File: config.mk
export PLATFORM = sky130hd
export DESIGN_NAME = mcrs_ctrl
export DESIGN_NICKNAME = d
export VERILOG_FILES = /design/src/sv/mcrs_pkg.sv /design/src/sv/mcrs_ctrl.sv
export SDC_FILE = /design/constraint.sdc
export NUM_CORES = 1
export LEC_CHECK = 0
export BUFFER_PORTS_ARGS = -buffer_cell sky130_fd_sc_hd__buf_2
export CAP_MARGIN = 0
export CORE_AREA = 10 10 47 49
export CTS_CLUSTER_SIZE = 16
export DETAILED_ROUTE_END_ITERATION = 16
export DIE_AREA = 0 0 57 59
export PLACE_DENSITY_LB_ADDON = 0.12
export SLEW_MARGIN = 0
export SYNTH_ARGS = -nofsm -noshare
export SYNTH_HDL_FRONTEND = slang
export SYNTH_SLANG_ARGS = --single-unit
File: constraint.sdc
create_clock -name clock -period 1.27 [get_ports clock]
set_input_delay 0.254 -clock clock [delete_from_list [all_inputs] [get_ports clock]]
set_output_delay 0.254 -clock clock [all_outputs]
set_load 0.02 [all_outputs]
File: src/sv/mcrs_pkg.sv
// Package for the minimum connecting radius search block.
// Holds the controller state type, the command and status structs and fixed widths.
// No dependencies.
package mcrs_pkg;

   localparam int LIMIT_W = 33;
   localparam logic [LIMIT_W-1:0] LIMIT_RESET = 33'd1000000000;

   typedef enum logic [3:0] {
      ST_IDLE,
      ST_SEARCH,
      ST_CLEAR,
      ST_WINIT,
      ST_POP,
      ST_UADDR,
      ST_ULATCH,
      ST_SCAN,
      ST_DRAIN,
      ST_DECIDE,
      ST_DONE
   } state_type;

   typedef struct packed {
      logic load;
      logic srch_init;
      logic set_mid;
      logic clr;
      logic walk_init;
      logic pop;
      logic rd_u;
      logic latch_u;
      logic scan;
      logic decide;
      logic finish;
   } cmd_type;

   typedef struct packed {
      logic search_done;
      logic clr_last;
      logic scan_last;
      logic pipe_empty;
      logic stack_empty;
   } status_type;

endpackage

File: src/sv/mcrs_ctrl.sv
// Controller state machine of the minimum connecting radius search.
// Sequences loading, binary search probes and graph walks; uses mcrs_pkg.
module mcrs_ctrl (
   input  logic                 clock,
   input  logic                 reset,
   input  logic                 start,
   input  logic                 is_last,
   input  mcrs_pkg::status_type status,
   output mcrs_pkg::cmd_type    cmd,
   output logic                 busy,
   output logic                 rsp_valid
);
   import mcrs_pkg::*;

   state_type state_ff, state_in;

   always_ff @(posedge clock) begin
      if (reset) begin
         state_ff <= ST_IDLE;
      end else begin
         state_ff <= state_in;
      end
   end

   always_comb begin
      state_in  = state_ff;
      cmd       = '0;
      busy      = 1'b1;
      rsp_valid = 1'b0;
      unique case (state_ff)
         ST_IDLE: begin
            busy = 1'b0;
            if (start) begin
               cmd.load = 1'b1;
               if (is_last) begin
                  cmd.srch_init = 1'b1;
                  state_in      = ST_SEARCH;
               end
            end
         end
         ST_SEARCH: begin
            if (status.search_done) begin
               state_in = ST_DONE;
            end else begin
               cmd.set_mid = 1'b1;
               state_in    = ST_CLEAR;
            end
         end
         ST_CLEAR: begin
            cmd.clr = 1'b1;
            if (status.clr_last) state_in = ST_WINIT;
         end
         ST_WINIT: begin
            cmd.walk_init = 1'b1;
            state_in      = ST_POP;
         end
         ST_POP: begin
            cmd.pop  = 1'b1;
            state_in = ST_UADDR;
         end
         ST_UADDR: begin
            cmd.rd_u = 1'b1;
            state_in = ST_ULATCH;
         end
         ST_ULATCH: begin
            cmd.latch_u = 1'b1;
            state_in    = ST_SCAN;
         end
         ST_SCAN: begin
            cmd.scan = 1'b1;
            if (status.scan_last) state_in = ST_DRAIN;
         end
         ST_DRAIN: begin
            if (status.pipe_empty) begin
               state_in = status.stack_empty ? ST_DECIDE : ST_POP;
            end
         end
         ST_DECIDE: begin
            cmd.decide = 1'b1;
            state_in   = ST_SEARCH;
         end
         ST_DONE: begin
            cmd.finish = 1'b1;
            rsp_valid  = 1'b1;
            state_in   = ST_IDLE;
         end
         default: state_in = ST_IDLE;
      endcase
   end

endmodule

Word-level counts from Yosys, hierarchy flattened
Index checks and enable logic that the tools add are counted.
- muxes and demuxes: 22
- reduce and logical (&&, ||, !) cells: 2
- equal/unequal tests: 15
- operators by type and width (kind ; number):
    $pmux 4 s10 ; 1
    $mux 4 ; 7
    $eq 4x3->1 const B ; 4
    $eq 4x4->1 const B ; 3
    $mux 1 ; 12
    $ne 2x2->1 const B ; 5
    $eq 4x2->1 const B ; 2
    $reduce_and 5->1 ; 1
    $eq 4x1->1 const B ; 1
    $logic_not 4->1 ; 1
    $mux 2 ; 2
- register bits: 4
- word-level logic and storage cells: 40
- bits of input ports: 9
- output and inout bits: 13

Longest topological paths before layout
- depth in word-level cells: 3
- gate-level depth with buffers: 5
- mapped depth without buffers: 4

Worst setup path after synthesis
Ideal clock, no wire load.
- path kind: reg-to-output
- from: reg state_ff[1]
- to: out cmd[9] (netlist bit)
- path slack: -368 ps
- buffers on the path: 1
- arrival time: 1384 ps
- required time: 1016 ps
- cell stages (with the launch flop): 5
- cell sequence: dfxtp_1 buf_2 nor4_1 inv_1 nor2_1
- RTL lines (element ; line ; source):
    from (decl) ; mcrs_ctrl.sv:15 ; state_type state_ff, state_in;
    from (signal assigned) ; mcrs_ctrl.sv:21 ; state_ff <= state_in;
    to (decl) ; mcrs_ctrl.sv:9 ; output mcrs_pkg::cmd_type cmd,

==> key figures <==
Finish
  – Final instance area: 982 sq um
  – Top flop regs: state_ff (4)
  – # diodes: 0
  – Max reg flops: 4
  – Layout cell share with drive strength beyond 1: 0.770
  – Final #Nets: 111
  – Top reg by flops: state_ff
  – Area grow syn2layout: 157%

Floorplanning
  – Die footprint: 0.00336 sq mm
  – I/O pin cnt: 22
  – Initial Utilization: 0.272
  – Die Wd: 57 um
  – Row cnt: 14
  – Die Height: 59 um
  – Core area: 0.00140 sq mm

Synth
  – EDFF count, synth: 0
  – Seq/Total Area, Yosys: 0.210
  – Synth area leader: dfxtp_1
  – Most frequent cell after synthesis: nor2_1
  – Flops & latches, synth: 4
  – Share of the synthesized area in the top cell type: 0.210
  – Synth unique cells: 28
  – Cell count after synthesis: 57
  – Synth cell count leaders: nor2_1 (11), nand2_1 (6), nor3_1 (5), dfxtp_1 (4)
  – Top post-synthesis cells by area: dfxtp_1 (21%), nor2_1 (11%), nor3_1 (6.6%), nand2_1 (5.9%), nand2b_1 (4.9%)
  – Post-synth top flop: dfxtp_1
  – Synth warn: 0
  – Syn Area/Cell: 6.70 sq um
  – Mapped Area: 382 sq um
  – Net Count, Synth: 66
  – Synth async-reset ratio: 0

Clocking
  – Worst skew pair latency: 240 ps
  – Clk sinks: 4
  – TritonCTS Buffers: 3
  – Level count of the clock H-tree: 1
  – Cts hold-fix bufs: 0
  – Worst-path clk slew: 40 ps
  – Clock root buffer: clkbuf_4
  – CTS tree: done
  – Longest Clk Path Bufs: 2

Worst setup path
  – CP Capture Type: output pin
  – RR Endpoint: state_ff[2]$_SDFFE_PP0P_
  – Critical Path RT: 1020 ps
  – Critical-path top delay cell: dfxtp_4
  – Startpoint Class: flip-flop
  – CP Cell Sequence: or2_4 > buf_6 > nor3_4 > buf_6
  – Crit Reg-Reg Startpoint: state_ff[1]$_SDFFE_PP0P_
  – CP max stage delay: 360 ps
  – Arrival @ worst endpoint: 1260 ps
  – Reg2Reg Depth: 5
  – Reg2reg setup slack: -150 ps
  – Largest fanout on the critical path: 5
  – Most frequent cell on the critical path: buf_6
  – Kind of critical path: reg -> out

Detailed routing
  – Drt initial violations: 2
  – Number of remaining DRC errors: 0
  – Pre-antenna DRT Iters: 2
  – Post-DRT Antenna Nets: 0
  – Post-DR vias/cell: 4.97
  – DR WL/cell: 14.4 um
  – Vias post-DR: 577
  – Post-Route WL: 1670 um

Placement
  – HPWL Detailed: 1110 um
  – Placed Area: 619 sq um
  – GP Congestion: 0.812
  – Pre-CTS setup slack: -95.0 ps
  – I/O Buffers: 21

Hold path
  – Hold EP: state_ff[1]$_SDFFE_PP0P_
  – Hold depth: 2
  – Hold Path Origin: reset
  – Worst hold path class: in -> reg

GRT
  – Number of global-route vias before repair: 573
  – Met2 Usage GRT: 0.157
  – Global-route wire length before repair: 2570 um
  – GRT Max-Usage Layer: met2
  – Gr ovfl total: 0
  – Initial antenna violation count: 0
  – Total GRT Usage: 0.0921
  – GR Layer Usage met1: 0.0999
  – Largest net degree at the start of global routing: 8
  – Met3 Use GR: 0.0193

STA
  – Clock skew: 9.03 ps
  – Worst-case hold slack: 269 ps
  – Setup TNS: -2420 ps
  – Slew HR: 0.816
  – Slew @ Worst Pin: 274 ps
  – Max-slew violations: 0
  – Final period utilization: 1.19
  – Tmin final: 1520 ps
  – Final setup margin: -245 ps
  – Unrepaired setup endpoints after global routing: yes
  – Final setup violation count: 16
  – Hold Fails Final Rpt: 0
  – Max Freq: 660 MHz

Power and ir drop
  – Cell Pwr Density: 1630 mW/mm^2
  – Leak: 0.000437 uW
  – Max VDD drop: 0.743 mV

Outcome
  – Result of the run: complete, but fails checks
  – Failing checks: setup timing

Flow run
  – Max-Cap Viols: 0
==> cells by family (layout without fill, tap and decap cells) <==
logic type,Yosys count,in the layout,synth area share
AND/OR/NAND/NOR,35,35,0.459
AO/OA/AOI/OAI,10,10,0.197
buffers and inverters,7,50,0.108
flip-flops,4,4,0.210
multiplexers,1,1,0.0262
==> worst max path at each step <==
stage / depth (start not counted) / to / startpoint
6_report: 4 / cmd[8] / state_ff[1]$_SDFFE_PP0P_
5_1_grt: 4 / cmd[9] / state_ff[0]$_SDFFE_PP0P_
3_5_place_dp: 4 / cmd[9] / state_ff[0]$_SDFFE_PP0P_
2_1_floorplan: 4 / cmd[9] / state_ff[1]$_SDFFE_PP0P_
4_1_cts: 3 / cmd[10] / state_ff[2]$_SDFFE_PP0P_
3_3_place_gp: 4 / state_ff[2]$_SDFFE_PP0P_ / state_ff[1]$_SDFFE_PP0P_
==> layer usage <==
| metal | up-vias | share of wire |
|---|---|---|
| li1 | 285 | - |
| met1 | 264 | 0.39 |
| met2 | 21 | 0.53 |
| met3 | 7 | 0.040 |
| met4 | 0 | 0.036 |
| met5 | - | 0 |
==> power breakdown <==
part / internal, uW / switching [uW]
registers: 168 / 55.0
clock network: 106 / 57.2
logic: 656 / 558
==> per-stage QoR <==
stage / instances / utilization / total power, uW
after CTS: 109 / 0.598 / 1340
after global routing: 116 / 0.701 / 1700
after global placement: 101 / 0.442 / 903
after floorplan: 57 / - / 638
after detailed placement: 101 / 0.442 / 906
final: 116 / 0.701 / 1600
==> critical path, delay by kind of cell (launching register included) <==
family        cells  cell delay (ps)
simple gates      2              380
flops             1              360
buf+inv           2              270
==> layout make-up <==
class	instances	area (sq um)
Timing Repair Buffer	45	397
Clock buffer	3	22.5
Sequential cell	4	95.1
Inverter	2	7.51
Fill cell	107	419
Tap cell	16	20.0
Multi-Input combinational cell	46	440
==> placed cells by master, fill, tap and decap left out, drive strengths merged, types with 2 or more instances in the layout <==
cell type,netlist,layout
nand2,6,6
nor2,11,11
buf,5,45
o21ai,3,3
nor4,2,2
clkbuf,0,3
nor3,5,5
dfxtp,4,4
inv,2,2
nand2b,3,3
==> repair_timing <==
action	in CTS	in global routing
pin swaps	9	11
endpoints found under the setup margin	16	16
hold endpoints to repair	0	0
setup buffers	5	9
resized for setup	46	22
Note: power is estimated with default switching activity, not from simulation.
